--- src/hdl/pfc_pkg.sv ---
// pfc_pkg: shared types and constants for the pixel format converter
// no dependencies; imported by every module of the block except pfc_ram

package pfc_pkg;

   // request kinds
   localparam logic REQ_CONVERT       = 1'b0;
   localparam logic REQ_PALETTE_WRITE = 1'b1;

   // configuration register indexes
   localparam logic CSR_SOURCE_LAYOUT = 1'b0;
   localparam logic CSR_DEST_LAYOUT   = 1'b1;

   // fixed field widths
   localparam int LAYOUT_W = 3;
   localparam int CSR_IDX_W = 1;

   // colour constants
   localparam logic [7:0] FULL_ALPHA = 8'hff;
   localparam logic [7:0] NO_COLOUR  = 8'h00;

   // valid byte counts of a result
   localparam logic [2:0] BYTES_ONE   = 3'd1;
   localparam logic [2:0] BYTES_THREE = 3'd3;
   localparam logic [2:0] BYTES_FOUR  = 3'd4;

   // front-to-back queue, depth a power of two
   localparam int QUEUE_DEPTH = 2;
   localparam int QPTR_W      = $clog2(QUEUE_DEPTH);
   localparam int QCNT_W      = $clog2(QUEUE_DEPTH + 1);

   typedef enum logic [LAYOUT_W-1:0] {
      SRC_INDEX8 = 3'd0,
      SRC_RGB    = 3'd1,
      SRC_RGBA   = 3'd2,
      SRC_ARGB   = 3'd3,
      SRC_BGR    = 3'd4,
      SRC_BGRA   = 3'd5,
      SRC_ABGR   = 3'd6,
      SRC_ALPHA  = 3'd7
   } src_layout_type;

   typedef enum logic [LAYOUT_W-1:0] {
      DST_RGB   = 3'd0,
      DST_RGBA  = 3'd1,
      DST_ARGB  = 3'd2,
      DST_BGR   = 3'd3,
      DST_BGRA  = 3'd4,
      DST_ABGR  = 3'd5,
      DST_ALPHA = 3'd6
   } dst_layout_type;

   typedef struct packed {
      logic        req_type;
      logic [31:0] pixel_bytes;
      logic [7:0]  entry_index;
      logic [31:0] entry_color;
      logic        row_end_in;
   } req_payload_type;

   typedef struct packed {
      logic [31:0] out_pixel;
      logic [2:0]  out_bytes;
      logic        row_end_out;
   } rsp_payload_type;

   // decoded pixel handed from front to back
   typedef struct packed {
      logic [7:0] red;
      logic [7:0] green;
      logic [7:0] blue;
      logic [7:0] alpha;
      logic       row_end;
   } pixel_type;

   // handshake between two internal stages
   typedef struct packed {
      logic valid;
      logic ready;
   } link_type;

endpackage

--- src/hdl/pfc_queue.sv ---
// pfc_queue: short queue of decoded pixels between front and back
// depends on pfc_pkg

module pfc_queue
   import pfc_pkg::*;
(
   input  logic      clock,
   input  logic      reset,
   input  link_type  push,
   output logic      push_ready,
   input  pixel_type push_data,
   output logic      pop_valid,
   input  logic      pop_ready,
   output pixel_type pop_data
);

   pixel_type          mem_ff [QUEUE_DEPTH];
   logic [QPTR_W-1:0]  wr_ptr_ff, wr_ptr_in;
   logic [QPTR_W-1:0]  rd_ptr_ff, rd_ptr_in;
   logic [QCNT_W-1:0]  count_ff, count_in;
   logic               do_push;
   logic               do_pop;

   assign push_ready = count_ff != QCNT_W'(QUEUE_DEPTH);
   assign pop_valid  = count_ff != '0;
   assign do_push    = push.valid && push_ready;
   assign do_pop     = pop_valid && pop_ready;
   assign pop_data   = mem_ff[rd_ptr_ff];

   // pointer and fill count update
   always_comb begin
      wr_ptr_in = do_push ? wr_ptr_ff + 1'b1 : wr_ptr_ff;
      rd_ptr_in = do_pop ? rd_ptr_ff + 1'b1 : rd_ptr_ff;
      count_in  = count_ff;
      if (do_push && !do_pop) begin
         count_in = count_ff + 1'b1;
      end else if (do_pop && !do_push) begin
         count_in = count_ff - 1'b1;
      end
   end

   always_ff @(posedge clock) begin
      if (reset) begin
         wr_ptr_ff <= '0;
         rd_ptr_ff <= '0;
         count_ff  <= '0;
      end else begin
         wr_ptr_ff <= wr_ptr_in;
         rd_ptr_ff <= rd_ptr_in;
         count_ff  <= count_in;
      end
   end

   // entry storage
   always_ff @(posedge clock) begin
      if (do_push) begin
         mem_ff[wr_ptr_ff] <= push_data;
      end
   end

endmodule

--- config.mk ---
export PLATFORM = sky130hd
export DESIGN_NAME = pfc_queue
export DESIGN_NICKNAME = d
export VERILOG_FILES = /design/src/hdl/pfc_pkg.sv /design/src/hdl/pfc_queue.sv
export SDC_FILE = /design/constraint.sdc
export NUM_CORES = 1
export LEC_CHECK = 0
export BUFFER_PORTS_ARGS = -buffer_cell sky130_fd_sc_hd__buf_4
export CORE_MARGIN = 2
export CORE_UTILIZATION = 35
export DETAILED_ROUTE_END_ITERATION = 7
export GPL_ROUTABILITY_DRIVEN = 0
export HOLD_SLACK_MARGIN = 0.03
export PLACE_DENSITY = 0.54
export SYNTH_ARGS = -nofsm -noshare
export SYNTH_HDL_FRONTEND = slang
export SYNTH_SLANG_ARGS = --single-unit
--- constraint.sdc ---
create_clock -name clock -period 1.9 [get_ports clock]
set_input_delay 0.095 -clock clock [delete_from_list [all_inputs] [get_ports clock]]
set_output_delay 0.095 -clock clock [all_outputs]
set_load 0.01 [all_outputs]
==> results of run 1 <==
==> logic make-up (layout without fill, tap and decap cells) <==
logic type / count (synthesis) / count (layout) / synth area share (%)
AO/OA/AOI/OAI: 5 / 5 / 1.16
multiplexers: 33 / 33 / 14.3
buffers and inverters: 5 / 128 / 0.916
AND/OR/NAND/NOR: 9 / 9 / 1.93
adder cells (fa/ha/maj): 1 / 1 / 0.482
XOR/XNOR: 3 / 3 / 1.01
flip-flops: 71 / 71 / 80.2
==> placed cells by master (no fill, tap or decap), drive strengths merged, types with 3 or more instances in the layout <==
cell type	instances
buf	77
edfxtp	66
dlygate4sd3	34
mux2	33
clkbuf	10
dfxtp	5
xor2	3
nor2	3
clkinv	3
==> registers in the layout, indices dropped and copies added (netlist names), named ones only <==
signal,cells
mem_ff,66
count_ff,2
rd_ptr_ff,1
wr_ptr_ff,1
==> synthesized netlist by cell type <==
master     n  area (um2)
edfxtp_1  66        1980
mux2_2    33         372
dfxtp_1    5         100
buf_2      4        20.0
nor2_1     3        11.3
xor2_1     3        26.3
a21oi_1    2        10.0
o21ai_0    2        10.0
a21bo_2    1        10.0
and2_1     1        6.26
and3_1     1        6.26
ha_1       1        12.5
inv_1      1        3.75
nand2b_1   1        6.26
nand3b_1   1        7.51
or2_2      1        6.26
or3_1      1        6.26
==> worst max-delay path, stage by stage (launching register included) <==
cell	delay, ps
dfxtp_1	350
nand2b_1	220
and2_1	190
ha_1	330
or3_1	350
a21oi_1	140
==> cell type report <==
type / count / area, um2 / share of cell area [%]
clock buffer: 10 / 128 / 3.33
clock inverter: 6 / 85.1 / 2.22
inverter: 1 / 3.75 / 0.0979
multi-input combinational: 51 / 492 / 12.8
sequential: 71 / 2080 / 54.3
tap: 99 / 124 / 3.23
timing repair buffer: 111 / 918 / 24.0
==> repair_timing <==
action / CTS / global route
hold buffers: 34 / 0
endpoints found under the hold margin: 71 / 0
setup buffers: 0 / 0
==> worst paths after layout <==
| path | startpoint | endpoint | cells past startpoint |
|---|---|---|---|
| worst max register to register | count_ff[0] | count_ff[1] | 5 |
| worst max-delay path | count_ff[0] | count_ff[1] | 5 |
| worst min-delay path | push[1] | wr_ptr_ff | 3 |
| worst min register to register | rd_ptr_ff | rd_ptr_ff | 2 |
==> power by group through the flow <==
stage / Clock, mW / Sequential, mW / Combinational, mW
final: 1.26 / 2.02 / 1.29
after global routing: 1.37 / 2.04 / 1.41
after CTS: 1.32 / 2.02 / 1.32
after detailed placement: 0 / 2.06 / 1.26
after global placement: 0 / 2.04 / 1.23
after floorplan: 0 / 2.04 / 0.695
==> layer usage <==
metal	track usage (%)	routed length, um	vias up
met2	21.9	2490	60
li1	-	-	726
met4	5.13	67	0
met3	5.62	303	6
met5	0	0	-
met1	13.4	1960	734
==> per-stage QoR <==
step	instances	util [%]	total power, mW	hold WS, ps
2_1_floorplan	127	-	2.73	164
3_3_place_gp	299	45.5	3.27	280
3_5_place_dp	299	45.5	3.32	283
4_1_cts	349	53.1	4.66	49.6
5_1_grt	349	53.1	4.82	63.2
6_report	349	53.1	4.58	70.6
==> results_tabular.tex, run 1 <==
\begin{tabular}{lr}
\hline
Metric & Value \\
\hline
\multicolumn{2}{l}{\textbf{Outcome}} \\
Result of the run & complete, no violations \\
\multicolumn{2}{l}{\textbf{Clock tree}} \\
CTS clk-pin slew, worst paths & about 70 ps \\
Clock buffers created by TritonCTS & 9 \\
Maximum level of the CTS H-tree & 3 \\
Clock Path Buffers & 2 \\
PostCTS Resize Cnt & 0 \\
CTS Root Cell & clkbuf\_8 \\
Insertion delay to the later sink of the worst-skew pair & 330 ps \\
TritonCTS clock tree & yes \\
Count of clock tree sinks & 71 \\
\multicolumn{2}{l}{\textbf{STA}} \\
Worst max-slew margin expressed relative to the limit & about four fifths \\
FMAX & 606 MHz \\
Number of failing setup endpoints in the final timing report & 0 \\
Post-route worst setup slack & between 200 and 250 ps \\
Final period demand of the worst path & 1650 ps \\
Slew Viols, Final & 0 \\
Setup repair after global routing missed its margin & no \\
Final Cycle Share & 86.9\% \\
Number of endpoints with negative hold slack in the final report & 0 \\
Tightest Pin Transition & roughly 290 ps \\
Final-layout setup total negative slack & 0 ps \\
Worst Skew & 6.53 ps \\
\multicolumn{2}{l}{\textbf{Place}} \\
Worst slack at placement & 247 ps \\
HPWL after detailed placement & 3140 um \\
Port buffer count & 71 \\
DP Area & 0.00328 mm2 \\
\multicolumn{2}{l}{\textbf{Power and ir drop}} \\
Flop pwr share & 44.1\% \\
Power share of the combinational group & 28.3\% \\
Switching pwr & 1.18 mW \\
Switching Share & 25.7\% \\
Clock network fraction of total power & 27.6\% \\
Peak supply drop & 0.615 mV \\
Power density relative to cell area & 1190 mW/mm2 \\
Static Leak & around 1.5 nW \\
Internal Dissipation & 3.40 mW \\
\multicolumn{2}{l}{\textbf{Detailed routing}} \\
DR vias & 1526 \\
WL final & 4810 um \\
Drt wl/cell & 13.8 um \\
Violation count after the first detailed-route iteration & 77 \\
Post-detailed-route count of antenna-violating nets & 0 \\
Post-detailed-route DRC marker count & 0 \\
1st-pass router iterations & 4 \\
Via density per instance & 4.37 \\
\multicolumn{2}{l}{\textbf{Setup path}} \\
Crit start category & flop \\
Data required time at the worst endpoint & $\sim$2200 ps \\
Crit path capture type & flop \\
FF-to-FF setup slack & 250 ps \\
Category of the most critical setup path & flop to flop \\
Critical-path maximum fanout & 5 \\
Arrival time of data at the critical path endpoint & 1910 ps \\
\multicolumn{2}{l}{\textbf{Logic synthesis}} \\
Syn Nets & 166 \\
Unique cell type count in the Yosys netlist & 17 \\
Summed instance area of the synthesized netlist & 0.00260 mm2 \\
Fraction of the yosys area taken by sequential cells & 80.2\% \\
Synth warnings & 0 \\
Post-Syn Instances & between 100 and 150 \\
FF+latch count, synth & 71 \\
Mean instance size in the synthesized netlist & 20.4 um2 \\
\multicolumn{2}{l}{\textbf{Floorplan}} \\
Die Span X & 90.1 um \\
Initial Utilization & 36.0\% \\
Top-Level Pins & 73 \\
Vertical extent of the die & between 90 and 100 um \\
Site row count & 31 \\
Core area & 0.00721 mm2 \\
Die Outline Area & between 0.008 and 0.009 mm2 \\
\multicolumn{2}{l}{\textbf{Layout}} \\
Layout cells sized above 1 & 50.8\% \\
\# fillers & 607 \\
Nets@finish & 284 \\
Layout overhead on the synthesized area & 47.6\% \\
Antenna diode instance count & 0 \\
Finished layout cell area & between 0.003 and 0.004 mm2 \\
\multicolumn{2}{l}{\textbf{GRT}} \\
Via count of the first global-routing pass & 1683 \\
Overflow after GRT & 0 \\
Number of antenna violations at the first check in global routing & 0 \\
GRT Util Overall & about an eighth \\
First-pass GRT wire length & 7850 um \\
Pin count of the biggest net entering global routing & 19 \\
\multicolumn{2}{l}{\textbf{Flow run}} \\
Max-cap violations & 0 \\
\multicolumn{2}{l}{\textbf{Hold path}} \\
Class of the worst hold path & primary input to flop \\
\hline
\end{tabular}
Power figures use the tool's default switching activity.
==> run 2, diff against run 1 <==
--- a/config.mk
+++ b/config.mk
@@ -11,7 +11,8 @@
 export DETAILED_ROUTE_END_ITERATION = 7
 export GPL_ROUTABILITY_DRIVEN = 0
 export HOLD_SLACK_MARGIN = 0.03
-export PLACE_DENSITY = 0.54
+export PLACE_DENSITY = 0.57
+export RECOVER_POWER = 25
 export SYNTH_ARGS = -nofsm -noshare
 export SYNTH_HDL_FRONTEND = slang
 export SYNTH_SLANG_ARGS = --single-unit
==> constraint.sdc (replaced) <==
create_clock -name clock -period 1.5 [get_ports clock]
set_input_delay 0.075 -clock clock [delete_from_list [all_inputs] [get_ports clock]]
set_output_delay 0.075 -clock clock [all_outputs]
set_load 0.01 [all_outputs]
==> run 2 against run 1 <==
The run now ends with setup timing left. Worst setup slack lost 280 ps. Fmax grew 8.2%. Die area is the same. First-iteration DRC count shrank 25%. Combinational power grew 48%. Critical path depth grew 1. Highest routed layer unchanged.
==> results_tabular.tex, run 2 (synthesized netlist as in run 1, its figures left out) <==
\begin{tabular}{lr}
\hline
Metric & Value \\
\hline
\multicolumn{2}{l}{\textbf{Outcome}} \\
Result of the run & finished with violations \\
Failing checks & setup timing \\
\multicolumn{2}{l}{\textbf{STA}} \\
FMAX & 655 MHz \\
Worst max-slew margin expressed relative to the limit & 77.3\% \\
Final Cycle Share & 102\% \\
Final period demand of the worst path & 1530 ps \\
Setup repair after global routing missed its margin & yes \\
Number of endpoints with negative hold slack in the final report & 0 \\
Number of failing setup endpoints in the final timing report & 1 \\
Post-route worst setup slack & -26.0 ps \\
Post-route worst hold slack & 60.0 ps \\
Tightest Pin Transition & 338 ps \\
Final-layout setup total negative slack & -26.0 ps \\
Slew Viols, Final & 0 \\
Worst Skew & 8.46 ps \\
\multicolumn{2}{l}{\textbf{Layout}} \\
Leading cell types in the layout, fill and taps excluded & edfxtp\_1 (66), buf\_4 (56), dlygate4sd3\_1 (34) \\
Antenna diode instance count & 0 \\
Most common cell after layout, fill and taps aside & edfxtp\_1 \\
Largest reg by FF count & mem\_ff \\
Registers with the highest flip-flop counts & mem\_ff: 66 flops, count\_ff: 2 flops \\
\# fillers & 630 \\
Finished layout cell area & between 0.003 and 0.004 mm2 \\
Final Non-Filler Cells & 351 \\
FF+latch area & 0.00209 mm2 \\
Largest register FFs & 66 \\
Layout overhead on the synthesized area & 51.6\% \\
Nets@finish & roughly 290 \\
Multi-input logic area & 531 um2 \\
Layout cells sized above 1 & 53.2\% \\
\multicolumn{2}{l}{\textbf{Detailed routing}} \\
WL final & 5210 um \\
Via density per instance & between 4 and 5 \\
Post-detailed-route DRC marker count & 0 \\
Drt wl/cell & 14.9 um \\
Post-detailed-route count of antenna-violating nets & 0 \\
Violation count after the first detailed-route iteration & 58 \\
1st-pass router iterations & 4 \\
DR vias & 1540 \\
\multicolumn{2}{l}{\textbf{Setup path}} \\
Critical-path maximum fanout & 5 \\
Category of the most critical setup path & flop to flop \\
Crit start category & flop \\
Crit path capture type & flop \\
FF-to-FF setup slack & -30 ps \\
Arrival time of data at the critical path endpoint & 1770 ps \\
Critical-path top delay cell & or3\_4 \\
Crit-path leading delay family & simple AND/OR/NAND/NOR gates \\
Data required time at the worst endpoint & 1750 ps \\
Total buffers and inverters traversed by the critical path & 0 \\
Cell chain of the critical path & nand2b\_4 > and2\_4 > ha\_4 > xor2\_2 > or3\_4 > a21oi\_2 \\
Maximum single-stage delay on the critical path & 370 ps \\
\multicolumn{2}{l}{\textbf{Floorplan}} \\
Vertical extent of the die & about 90 um \\
Die Span X & approximately 90 um \\
Initial Utilization & 36.0\% \\
Site row count & 31 \\
Die Outline Area & slightly above 0.008 mm2 \\
Core area & around 0.0072 mm2 \\
Top-Level Pins & 73 \\
\multicolumn{2}{l}{\textbf{Clock tree}} \\
Clock buffers created by TritonCTS & 9 \\
TritonCTS clock tree & yes \\
Clock Path Buffers & 2 \\
CTS clk-pin slew, worst paths & 70 ps \\
Insertion delay to the later sink of the worst-skew pair & approximately 320 ps \\
Count of clock tree sinks & 71 \\
CTS Root Cell & clkbuf\_8 \\
Maximum level of the CTS H-tree & 3 \\
\multicolumn{2}{l}{\textbf{Power and ir drop}} \\
Static Leak & 1.46 nW \\
Power density relative to cell area & 1550 mW/mm2 \\
Peak supply drop & 0.732 mV \\
\multicolumn{2}{l}{\textbf{GRT}} \\
Overflow after GRT & 0 \\
Via count of the first global-routing pass & 1678 \\
Pin count of the biggest net entering global routing & 34 \\
Number of antenna violations at the first check in global routing & 0 \\
First-pass GRT wire length & 7800 um \\
GRT Util Overall & 12.5\% \\
\multicolumn{2}{l}{\textbf{Place}} \\
Number of cells in the design after placement & 298 \\
HPWL after detailed placement & 3100 um \\
Port buffer count & 71 \\
DP Area & 0.00332 mm2 \\
\multicolumn{2}{l}{\textbf{Hold path}} \\
Class of the worst hold path & primary input to flop \\
\multicolumn{2}{l}{\textbf{Flow run}} \\
Max-cap violations & 0 \\
\hline
\end{tabular}
run 2: area by class of cell:
cell class / count / share of cell area (%)
inverters: 1 / 0.191
well taps: 99 / 3.15
multi-input cells: 51 / 13.5
clock buffers: 10 / 3.24
repair buffers: 113 / 24.7
clock inverters: 6 / 2.16
flip-flops and latches: 71 / 53.1
run 2: routing by layer:
layer	share of wire (%)	wire, um	GRT usage (%)	up-vias
met5	0	0	0	-
met4	1.9	97	5.77	0
met3	4.6	241	3.10	10
met2	55	2870	23.9	48
met1	38	2000	12.7	752
li1	-	-	-	730
run 2: stage by stage:
step | util, % | worst slack, ps | total power, mW
final | 54.6 | -26.0 | 6.08
after global routing | 54.6 | -67.7 | 6.37
after CTS | 53.9 | 3.53 | 5.98
after detailed placement | 46.0 | -23.1 | 4.29
after global placement | 46.0 | 31.9 | 4.23
after floorplan | - | 8.85 | 3.49
run 2: report_power, final:
| part | internal [mW] | switching [mW] |
|---|---|---|
| registers | 2.49 | 0.103 |
| logic | 1.08 | 0.828 |
| clock network | 0.931 | 0.651 |
| total | 4.50 | 1.58 |
run 2: path summary, 6_finish.rpt:
path,start,end,cells past startpoint
setup reg to reg,count_ff[0],count_ff[1],6
hold / removal,push[1],wr_ptr_ff,3
setup / recovery,count_ff[0],count_ff[1],6
hold reg to reg,rd_ptr_ff,rd_ptr_ff,2
run 2: repair_timing:
item,CTS,global route
cloned,0,2
pin swaps,1,3
gates resized for setup,3,6
hold buffers,34,0
endpoints found under the hold margin,71,0
setup buffers,0,1
endpoints found under the setup margin,15,24
run 2: worst reg2reg max path, stage by stage, from the launching register on:
cell and delay, ps:
dfxtp_4 360, nand2b_4 140, and2_4 140, ha_4 160, xor2_2 150, or3_4 370
a21oi_2 130
