**src/hdl/pfc_pkg.sv**
```systemverilog
// pfc_pkg: shared types and constants for the pixel format converter
// no dependencies; imported by every module of the block except pfc_ram

package pfc_pkg;

   // request kinds
   localparam logic REQ_CONVERT       = 1'b0;
   localparam logic REQ_PALETTE_WRITE = 1'b1;

   // configuration register indexes
   localparam logic CSR_SOURCE_LAYOUT = 1'b0;
   localparam logic CSR_DEST_LAYOUT   = 1'b1;

   // fixed field widths
   localparam int LAYOUT_W = 3;
   localparam int CSR_IDX_W = 1;

   // colour constants
   localparam logic [7:0] FULL_ALPHA = 8'hff;
   localparam logic [7:0] NO_COLOUR  = 8'h00;

   // valid byte counts of a result
   localparam logic [2:0] BYTES_ONE   = 3'd1;
   localparam logic [2:0] BYTES_THREE = 3'd3;
   localparam logic [2:0] BYTES_FOUR  = 3'd4;

   // front-to-back queue, depth a power of two
   localparam int QUEUE_DEPTH = 2;
   localparam int QPTR_W      = $clog2(QUEUE_DEPTH);
   localparam int QCNT_W      = $clog2(QUEUE_DEPTH + 1);

   typedef enum logic [LAYOUT_W-1:0] {
      SRC_INDEX8 = 3'd0,
      SRC_RGB    = 3'd1,
      SRC_RGBA   = 3'd2,
      SRC_ARGB   = 3'd3,
      SRC_BGR    = 3'd4,
      SRC_BGRA   = 3'd5,
      SRC_ABGR   = 3'd6,
      SRC_ALPHA  = 3'd7
   } src_layout_type;

   typedef enum logic [LAYOUT_W-1:0] {
      DST_RGB   = 3'd0,
      DST_RGBA  = 3'd1,
      DST_ARGB  = 3'd2,
      DST_BGR   = 3'd3,
      DST_BGRA  = 3'd4,
      DST_ABGR  = 3'd5,
      DST_ALPHA = 3'd6
   } dst_layout_type;

   typedef struct packed {
      logic        req_type;
      logic [31:0] pixel_bytes;
      logic [7:0]  entry_index;
      logic [31:0] entry_color;
      logic        row_end_in;
   } req_payload_type;

   typedef struct packed {
      logic [31:0] out_pixel;
      logic [2:0]  out_bytes;
      logic        row_end_out;
   } rsp_payload_type;

   // decoded pixel handed from front to back
   typedef struct packed {
      logic [7:0] red;
      logic [7:0] green;
      logic [7:0] blue;
      logic [7:0] alpha;
      logic       row_end;
   } pixel_type;

   // handshake between two internal stages
   typedef struct packed {
      logic valid;
      logic ready;
   } link_type;

endpackage

```
**src/hdl/pfc_back.sv**
```systemverilog
// pfc_back: packs decoded pixels into the destination layout, output register
// depends on pfc_pkg

module pfc_back
   import pfc_pkg::*;
(
   input  logic            clock,
   input  logic            reset,
   input  dst_layout_type  dst_layout,
   input  logic            pop_valid,
   output logic            pop_ready,
   input  pixel_type       pop_data,
   output logic            rsp_valid,
   input  logic            rsp_ready,
   output rsp_payload_type rsp_payload
);

   logic            rsp_valid_ff, rsp_valid_in;
   rsp_payload_type rsp_payload_ff;
   rsp_payload_type packed_px;
   logic            load;

   assign pop_ready = !rsp_valid_ff || rsp_ready;
   assign load      = pop_valid && pop_ready;

   // destination layout pack, unknown codes give alpha only
   always_comb begin
      packed_px.row_end_out = pop_data.row_end;
      packed_px.out_bytes   = BYTES_FOUR;
      unique case (dst_layout)
         DST_RGB: begin
            packed_px.out_pixel = {NO_COLOUR, pop_data.blue, pop_data.green, pop_data.red};
            packed_px.out_bytes = BYTES_THREE;
         end
         DST_RGBA: begin
            packed_px.out_pixel = {pop_data.alpha, pop_data.blue, pop_data.green,
                                   pop_data.red};
         end
         DST_ARGB: begin
            packed_px.out_pixel = {pop_data.blue, pop_data.green, pop_data.red,
                                   pop_data.alpha};
         end
         DST_BGR: begin
            packed_px.out_pixel = {NO_COLOUR, pop_data.red, pop_data.green, pop_data.blue};
            packed_px.out_bytes = BYTES_THREE;
         end
         DST_BGRA: begin
            packed_px.out_pixel = {pop_data.alpha, pop_data.red, pop_data.green,
                                   pop_data.blue};
         end
         DST_ABGR: begin
            packed_px.out_pixel = {pop_data.red, pop_data.green, pop_data.blue,
                                   pop_data.alpha};
         end
         default: begin
            packed_px.out_pixel = {24'd0, pop_data.alpha};
            packed_px.out_bytes = BYTES_ONE;
         end
      endcase
   end

   // output register valid
   always_comb begin
      if (load) begin
         rsp_valid_in = 1'b1;
      end else if (rsp_ready) begin
         rsp_valid_in = 1'b0;
      end else begin
         rsp_valid_in = rsp_valid_ff;
      end
   end

   always_ff @(posedge clock) begin
      if (reset) begin
         rsp_valid_ff <= 1'b0;
      end else begin
         rsp_valid_ff <= rsp_valid_in;
      end
   end

   // output register payload
   always_ff @(posedge clock) begin
      if (load) begin
         rsp_payload_ff <= packed_px;
      end
   end

   assign rsp_valid   = rsp_valid_ff;
   assign rsp_payload = rsp_payload_ff;

endmodule

```
**config.mk**
```make
export PLATFORM = sky130hd
export DESIGN_NAME = pfc_back
export DESIGN_NICKNAME = d
export VERILOG_FILES = /design/src/hdl/pfc_pkg.sv /design/src/hdl/pfc_back.sv
export SDC_FILE = /design/constraint.sdc
export NUM_CORES = 1
export LEC_CHECK = 0
export ABC_AREA = 1
export BUFFER_PORTS_ARGS = -buffer_cell sky130_fd_sc_hd__buf_4
export CAP_MARGIN = 20
export CORE_MARGIN = 3
export CORE_UTILIZATION = 51
export CTS_CLUSTER_SIZE = 40
export DETAILED_ROUTE_END_ITERATION = 8
export PLACE_DENSITY = 0.84
export SYNTH_ARGS = -nofsm -noshare
export SYNTH_HDL_FRONTEND = slang
export SYNTH_SLANG_ARGS = --single-unit
```
**constraint.sdc**
```tcl
create_clock -name clock -period 5.19 [get_ports clock]
set_input_delay 0.2595 -clock clock [delete_from_list [all_inputs] [get_ports clock]]
set_output_delay 0.2595 -clock clock [all_outputs]
set_load 0.01 [all_outputs]
```
==> impl_metrics.yaml, run 1 <==
outcome:
  outcome: "finished, final reports clean"
placement:
  portBuffers: 77
  dp_hpwl_mm: 3.23
  place_area_um2: 2490
  place_congestion: 0.852
critical_path:
  r2r_cells: 2
  regToRegEndpoint: "rsp_payload[7]"
  slowest_stage: "dfxtp_1"
  critPathMaxFanout: 29
  crit_path_end_kind: "flip-flop"
  worstPathArrival_ps: 1210
  crit_buf_inv: 1
  path_cells: "a21oi_4, buf_12"
  reg2reg_from: "rsp_valid"
  r2r_setup_slack_ps: 3970
  cp_top_family: "flip-flops"
  worst-path-stages: 2
  worstPathRequired_ps: 5180
  start_kind: "flip-flop"
  crit_type: "reg2reg"
  max_stage_delay_ps: 340
layout:
  fin_area_um2: 2620
  syn2layout_area_growth_pct: 39.3
  drive_gt1_share_pct: 32.4
  mostFrequentLayoutCells: "101 x nand2_1, 77 x buf_4, 36 x edfxtp_1"
  mostFrequentLayoutCell: "nand2_1"
  diodes: 0
  layout.nets: 332
timing:
  setup_tns_ps: 0
  max-slew-margin-rel_pct: 43.7
  worst_slew_pin_slew_ps: 821
  fin_skew_ps: 4.93
  timing.final.crit_share_pct: 23.6
  period_needed_ps: 1220
  hold_viol_final: 0
  rsz0062_at_grt: "no"
  timing.fmax_mhz: 818
  setup_violations: 0
  slew_viol_final: 0
logic_synthesis:
  netlist.top_cell.by_area: "edfxtp_1"
  synthCells: 210
  ys_types: 17
  synth_top_area_share_pct: 57.4
  yosysSeqAreaShare_pct: 58.5
  syn_nets: 250
  avgSynthCellArea_um2: 8.96
  ys_ff_latch: 37
  syn_area_um2: 1880
  synth.top_cells.by_area: "edfxtp_1 57%, nand2_1 20%, inv_1 4.2%"
  yosysWarnings: 0
route:
  ant_nets: 0
  firstDrtPassIters: 5
  routed_wl_mm: 4.72
  drc: 0
  drt-wirelength-per-cell_um: 13.9
  viasPerCell: 5.10
  vias: 1729
  drt_iter0_drc: 182
power:
  total_power_mw: 0.756
  peakVddDrop_mv: 0.205
  leakagePower_nw: 1.26
  power_density_nw_per_um2: 288
hold_path:
  min_path_type: "in2reg"
  min_from: "reset"
  hold_depth: 2
  whs_endpoint: "rsp_valid"
grt:
  grt_pass1_wl_mm: 7.08
  overflow: 0
  grt_max_degree: 37
  grt.total_usage_pct: 21.9
  grt_pass1_vias: 1603
  antenna_found_initial: 0
die:
  initial_utilization_pct: 54.7
  row_count: 21
  core_um2: 3440
  die_area_um2: 4450
  io_pins: 78
  die_h_um: 66.7
  die_x_um: 66.7
clocking:
  path_clk_slew_ps: 70
  cts_hold_buf: 0
  h-tree-depth: 2
  clk_latency_ps: 290
  cts_setup_buffers: 0
  tritoncts: "done"
  cts_resized: 0
  numClockSinks: 37
  numCtsBuffers: 5
  cts_root_buf: "clkbuf_8"
  clockBufferDepth: 2
run:
  maxCapViolCount: 0
-- stage by stage --
step / worst slack (ps) / instances / hold slack (ps) / util (%)
floorplan: 2600 / 210 / 329 / -
global placement: 3550 / 330 / 418 / 72.5
detailed placement: 3520 / 330 / 421 / 72.5
CTS: 3560 / 338 / 117 / 75.6
global route: 3900 / 339 / 125 / 76.2
finish: 3970 / 339 / 119 / 76.2
-- cell families after synthesis --
logic type,synth area share (%)
flops,58.5
buf+inv,6.18
simple gates,28.9
mux,0.532
compound gates,5.85
-- cell usage after synthesis --
master	instances
buf_6	3
edfxtp_1	36
a21oi_1	10
nand2_1	101
nor3_2	1
nand2_2	2
nor2_4	1
mux2i_1	1
o211ai_1	8
inv_1	21
inv_2	1
nor2_1	10
dfxtp_1	1
nand2_4	2
nand3_2	2
nor2_2	1
nand3_1	9
-- routing by layer --
| metal | vias up | share of wire [%] | GRT usage (%) |
|---|---|---|---|
| met1 | 784 | 37 | 25.8 |
| met3 | 8 | 12 | 4.22 |
| li1 | 844 | - | - |
| met4 | 0 | 2.1 | 11.4 |
| met5 | - | 0 | 0 |
| met2 | 93 | 49 | 37.5 |
-- registers in the layout, summed over array words and instances, names as in the netlist --
register	count
rsp_valid	1
rsp_payload	36
-- final cells by class --
type | count | area, um2
clock buffers | 6 | 72.6
clock inverters | 2 | 33.8
fillers | 259 | 821
inverters | 22 | 82.6
multi-input cells | 148 | 676
flip-flops and latches | 37 | 1100
well taps | 46 | 57.6
repair buffers | 78 | 598
-- worst max path at each step --
| stage | from | endpoint | slack [ps] |
|---|---|---|---|
| finish | rsp_valid | rsp_payload[7] | 3970 |
| CTS | rsp_valid | rsp_payload[7] | 3560 |
| global placement | rsp_ready | rsp_payload[27] | 3550 |
| detailed placement | rsp_ready | rsp_payload[19] | 3520 |
| floorplan | rsp_valid | rsp_payload[0] | 2600 |
| global route | dst_layout[1] | rsp_payload[31] | 3900 |
-- power breakdown --
part           switching (mW)  internal, mW
logic                  0.0806        0.0678
registers             0.00754         0.360
clock network          0.0984         0.142
Power figures use the tool's default switching activity.
==> run 2: changes to the inputs <==
Settings changed: CORE_UTILIZATION 51 to 43, PLACE_DENSITY 0.84 to 0.76.
Clock period 5.19 ns to 1.1 ns, I/O delays scaled along.
==> run 2 against run 1 <==
Against the previous run: setup slack lost 3900 ps; global-route usage shrank 2.3 points; combinational power grew to 4.9 times the previous value; first-iteration DRC count grew 24%; clock skew grew 2.5 ps; wire length grew 4.0%; largest cell class unchanged; non-clock buffer count grew 5; flip-flop and latch count is the same; critical path depth is the same; sequential power grew to 4.7 times the previous value; critical endpoint is now rsp_payload[6]; die area grew 17%; highest routed layer unchanged; final cell count grew 2.7%.
==> impl_metrics.yaml, run 2 (synthesized netlist as in run 1, its figures left out) <==
outcome:
  outcome: "finished, final reports clean"
placement:
  pre_cts_ws_ps: -29.3
  dp_hpwl_mm: 3.69
  place_congestion: 0.940
  place_area_um2: 2540
  portBuffers: 77
  dp.cells: 338
route:
  drc: 0
  drt-wirelength-per-cell_um: 14.1
  ant_nets: 0
  firstDrtPassIters: 4
  viasPerCell: 5.02
  drt_iter0_drc: 226
  vias: 1747
  routed_wl_mm: 4.91
critical_path:
  crit_type: "reg2reg"
  critPathMaxFanout: 36
  start_kind: "flip-flop"
  worstPathArrival_ps: 1010
  worstPathRequired_ps: 1080
  crit_path_end_kind: "flip-flop"
  r2r_cells: 2
power:
  peakVddDrop_mv: 0.624
  leakagePower_nw: 1.29
  power_density_nw_per_um2: 1370
  total_power_mw: 3.66
clocking:
  cts_root_buf: "clkbuf_8"
  path_clk_slew_ps: 80
  h-tree-depth: 2
  clk_latency_ps: 290
  clockBufferDepth: 2
  cts_setup_buffers: 0
  tritoncts: "done"
  numCtsBuffers: 5
  numClockSinks: 37
timing:
  timing.fmax_mhz: 967
  max-slew-margin-rel_pct: 65.6
  period_needed_ps: 1030
  timing.final.crit_share_pct: 94.0
  hold_viol_final: 0
  worst_hold_slack_ps: 34.3
  fin_skew_ps: 7.43
  rsz0062_at_grt: "no"
  setup_violations: 0
  layout_setup_ws_ps: 65.5
  setup_tns_ps: 0
  worst_slew_pin_slew_ps: 513
  slew_viol_final: 0
layout:
  fin_area_um2: 2680
  syn2layout_area_growth_pct: 42.4
  mostFrequentLayoutCell: "nand2_1"
  diodes: 0
  layout.nets: 337
  final_util_pct: 65.1
  largest_reg_flops: 36
  drive_gt1_share_pct: 33.6
  mostFrequentLayoutCells: "101 x nand2_1, 80 x buf_4, 36 x edfxtp_1"
  finalNonFillerCells: 348
grt:
  grt.total_usage_pct: 19.6
  overflow: 0
  grt_max_degree: 37
  grt_pass1_wl_mm: 7.89
  antenna_found_initial: 0
  grt_pass1_vias: 1722
die:
  io_pins: 78
  die_area_um2: 5210
  die_x_um: 72.2
  die_h_um: 72.2
  core_um2: 4120
  initial_utilization_pct: 45.7
  row_count: 23
hold_path:
  min_path_type: "in2reg"
  hold_depth: 3
run:
  maxCapViolCount: 0
-- run 2: cell types whose count changed in the layout (fill, tap and decap cells not counted) --
| cell | before | now |
|---|---|---|
| dlygate4sd3_1 | 0 | 2 |
| dfxtp_2 | 0 | 1 |
| dfxtp_1 | 1 | 0 |
| clkinv_1 | 1 | 0 |
| buf_4 | 77 | 80 |
| clkbuf_8 | 5 | 6 |
-- run 2: final timing paths --
check	startpoint	endpoint	slack (ps)
setup / recovery	rsp_valid	rsp_payload[6]	70
hold / removal	pop_data[17]	rsp_payload[12]	30
setup reg to reg	rsp_valid	rsp_payload[6]	70
hold reg to reg	rsp_valid	rsp_valid	510
-- run 2: final cells by class --
cell class / instances / area (um2)
Clock buffer: 7 / 86.3
Clock inverter: 1 / 30.0
Fill cell: 357 / 1440
Inverter: 22 / 82.6
Multi-Input combinational cell: 148 / 676
Sequential cell: 37 / 1100
Tap cell: 50 / 62.6
Timing Repair Buffer: 83 / 641
-- run 2: worst max-delay path: stages (launching register included) --
cell and delay [ps]:
dfxtp_2 340, a21oi_4 140, buf_12 240
-- run 2: repair_timing --
item | CTS | global route
hold buffers | 2 | 0
gates resized for setup | 0 | 0
endpoints found under the setup margin | 0 | 0
hold endpoints to repair | 2 | 0
-- run 2: per-layer routing --
layer | up-vias | global-route usage (%) | wire length [um]
met5 | - | 0 | 0
met4 | 0 | 6.26 | 79
met3 | 11 | 6.23 | 501
met2 | 87 | 34.6 | 2460
met1 | 793 | 22.5 | 1880
li1 | 856 | - | -
-- run 2: where the power goes --
group	total (mW)	switching (mW)	internal, mW
registers	1.73	0.0327	1.70
clock network	1.21	0.473	0.739
logic	0.718	0.385	0.333
total	3.66	0.891	2.77
==> run 3: changes to the inputs <==
Settings changed: MAX_ROUTING_LAYER set to met4.
==> run 3 against run 2 <==
Against the previous run: die area unchanged; final cell count unchanged; global-route usage increased by 1.1 points; design area decreased by 0.98%; utilization decreased by 0.64 points; via count increased by 0.11%; sequential power about the same; setup slack about the same; total power decreased by 6.6%; sequential share of layout area increased by 0.41 points; clock skew decreased by 0.96 ps; register-to-register slack about the same; highest routed layer unchanged.
==> impl_metrics.yaml, run 3 (synthesized netlist as in run 1, its figures left out) <==
outcome:
  outcome: "finished, final reports clean"
placement:
  pre_cts_ws_ps: -44.3
  portBuffers: 77
  place_congestion: 0.968
  dp_hpwl_mm: 3.72
timing:
  slew_viol_final: 0
  timing.final.crit_share_pct: 94.1
  timing.fmax_mhz: 967
  setup_violations: 0
  setup_tns_ps: 0
  hold_viol_final: 0
  rsz0062_at_grt: "no"
  layout_setup_ws_ps: 65.4
  fin_skew_ps: 6.48
  period_needed_ps: 1030
  max-slew-margin-rel_pct: 65.1
  worst_slew_pin_slew_ps: 520
power:
  p_clk_share_pct: 28.3
  combPwrFrac_pct: 21.0
  leakagePower_nw: 1.28
  swShare_pct: 25.7
  p_switching_mw: 0.877
  power_density_nw_per_um2: 1290
  p_int_mw: 2.54
  seq_power_share_pct: 50.7
  peakVddDrop_mv: 0.621
clocking:
  numCtsBuffers: 5
  tritoncts: "done"
  clk_latency_ps: 290
  h-tree-depth: 2
  numClockSinks: 37
  path_clk_slew_ps: 70
  cts_root_buf: "clkbuf_8"
  cts_setup_buffers: 0
  clockBufferDepth: 2
critical_path:
  r2r_setup_slack_ps: 70
  critPathMaxFanout: 36
  crit_type: "reg2reg"
  reg2reg_from: "rsp_valid"
  crit_path_end_kind: "flip-flop"
  r2r_cells: 2
  start_kind: "flip-flop"
  worstPathArrival_ps: 1020
  regToRegEndpoint: "rsp_payload[6]"
  worstPathRequired_ps: 1080
layout:
  diodes: 0
  largest_reg_flops: 36
  regArea_um2: 1100
  drive_gt1_share_pct: 33.2
  fillerInstances: 363
  syn2layout_area_growth_pct: 41.0
  layout.nets: 337
  mostFrequentLayoutCell: "nand2_1"
  mostFrequentLayoutCells: "101 x nand2_1, 80 x buf_4, 36 x edfxtp_1"
  multiInputGateArea_um2: 676
route:
  drt_iter0_drc: 184
  viasPerCell: 5.03
  routed.top_layer: "met4"
  vias: 1749
  drc: 0
  met2_length_mm: 2.45
  wl_met1_mm: 1.94
  routed_wl_mm: 4.95
  drt-wirelength-per-cell_um: 14.2
  wl_met3_um: 454
  ant_nets: 0
  firstDrtPassIters: 5
hold_path:
  min_path_type: "in2reg"
  whs_endpoint: "rsp_payload[4]"
  hold_depth: 3
  min_from: "pop_data[1]"
die:
  die_area_um2: 5210
  row_count: 23
  die_h_um: 72.2
  core_um2: 4120
  initial_utilization_pct: 45.7
  io_pins: 78
  die_x_um: 72.2
grt:
  grt.total_usage_pct: 20.7
  antenna_found_initial: 0
  grt_pass1_wl_mm: 7.83
  grt_pass1_vias: 1662
  grt_max_degree: 37
  overflow: 0
run:
  maxCapViolCount: 0
-- run 3: power groups by stage --
stage	Combinational, mW	Clock, mW	Sequential (mW)
2_1_floorplan	0.261	0	1.83
3_3_place_gp	0.701	0	1.76
3_5_place_dp	0.714	0	1.76
4_1_cts	0.722	0.987	1.73
5_1_grt	0.790	1.05	1.74
6_report	0.719	0.968	1.73
-- run 3: repair_timing --
action	in CTS	in global routing
hold buffers	2	0
gates resized for setup	0	0
hold endpoints to repair	2	0
-- run 3: final cells by class --
| class | instances | share of cell area (%) |
|---|---|---|
| Inverter | 22 | 3.11 |
| Sequential cell | 37 | 41.5 |
| Timing Repair Buffer | 83 | 24.1 |
| Tap cell | 50 | 2.36 |
| Multi-Input combinational cell | 148 | 25.5 |
| Clock buffer | 8 | 3.39 |
-- run 3: critical path, stage by stage, from the launching register on --
cell and delay (ps):
dfxtp_2 340, a21oi_4 140, buf_12 230
-- run 3: per-layer routing --
metal	vias to the layer above	global-route usage (%)
met2	85	33.7
met3	11	4.29
met5	-	-
met1	799	24.4
li1	854	-
met4	0	10.0
-- run 3: stage by stage --
step	hold slack, ps	total power [mW]	utilization, %	instance area (um2)	std cells
after global routing	37.1	3.58	64.5	2650	348
after CTS	31.1	3.44	64.5	2650	348
final	39.5	3.42	64.5	2650	348
after global placement	207	2.46	61.8	2540	338
after detailed placement	210	2.48	61.8	2540	338
after floorplan	117	2.09	-	1890	210
-- run 3: worst max path at each step --
stage                       start        endpoint  slack [ps]
floorplan               rsp_valid  rsp_payload[0]        -290
global placement    dst_layout[0]  rsp_payload[3]         -10
detailed placement  dst_layout[0]  rsp_payload[3]         -40
CTS                     rsp_valid  rsp_payload[6]          60
global route            rsp_valid  rsp_payload[6]          30
finish                  rsp_valid  rsp_payload[6]          70
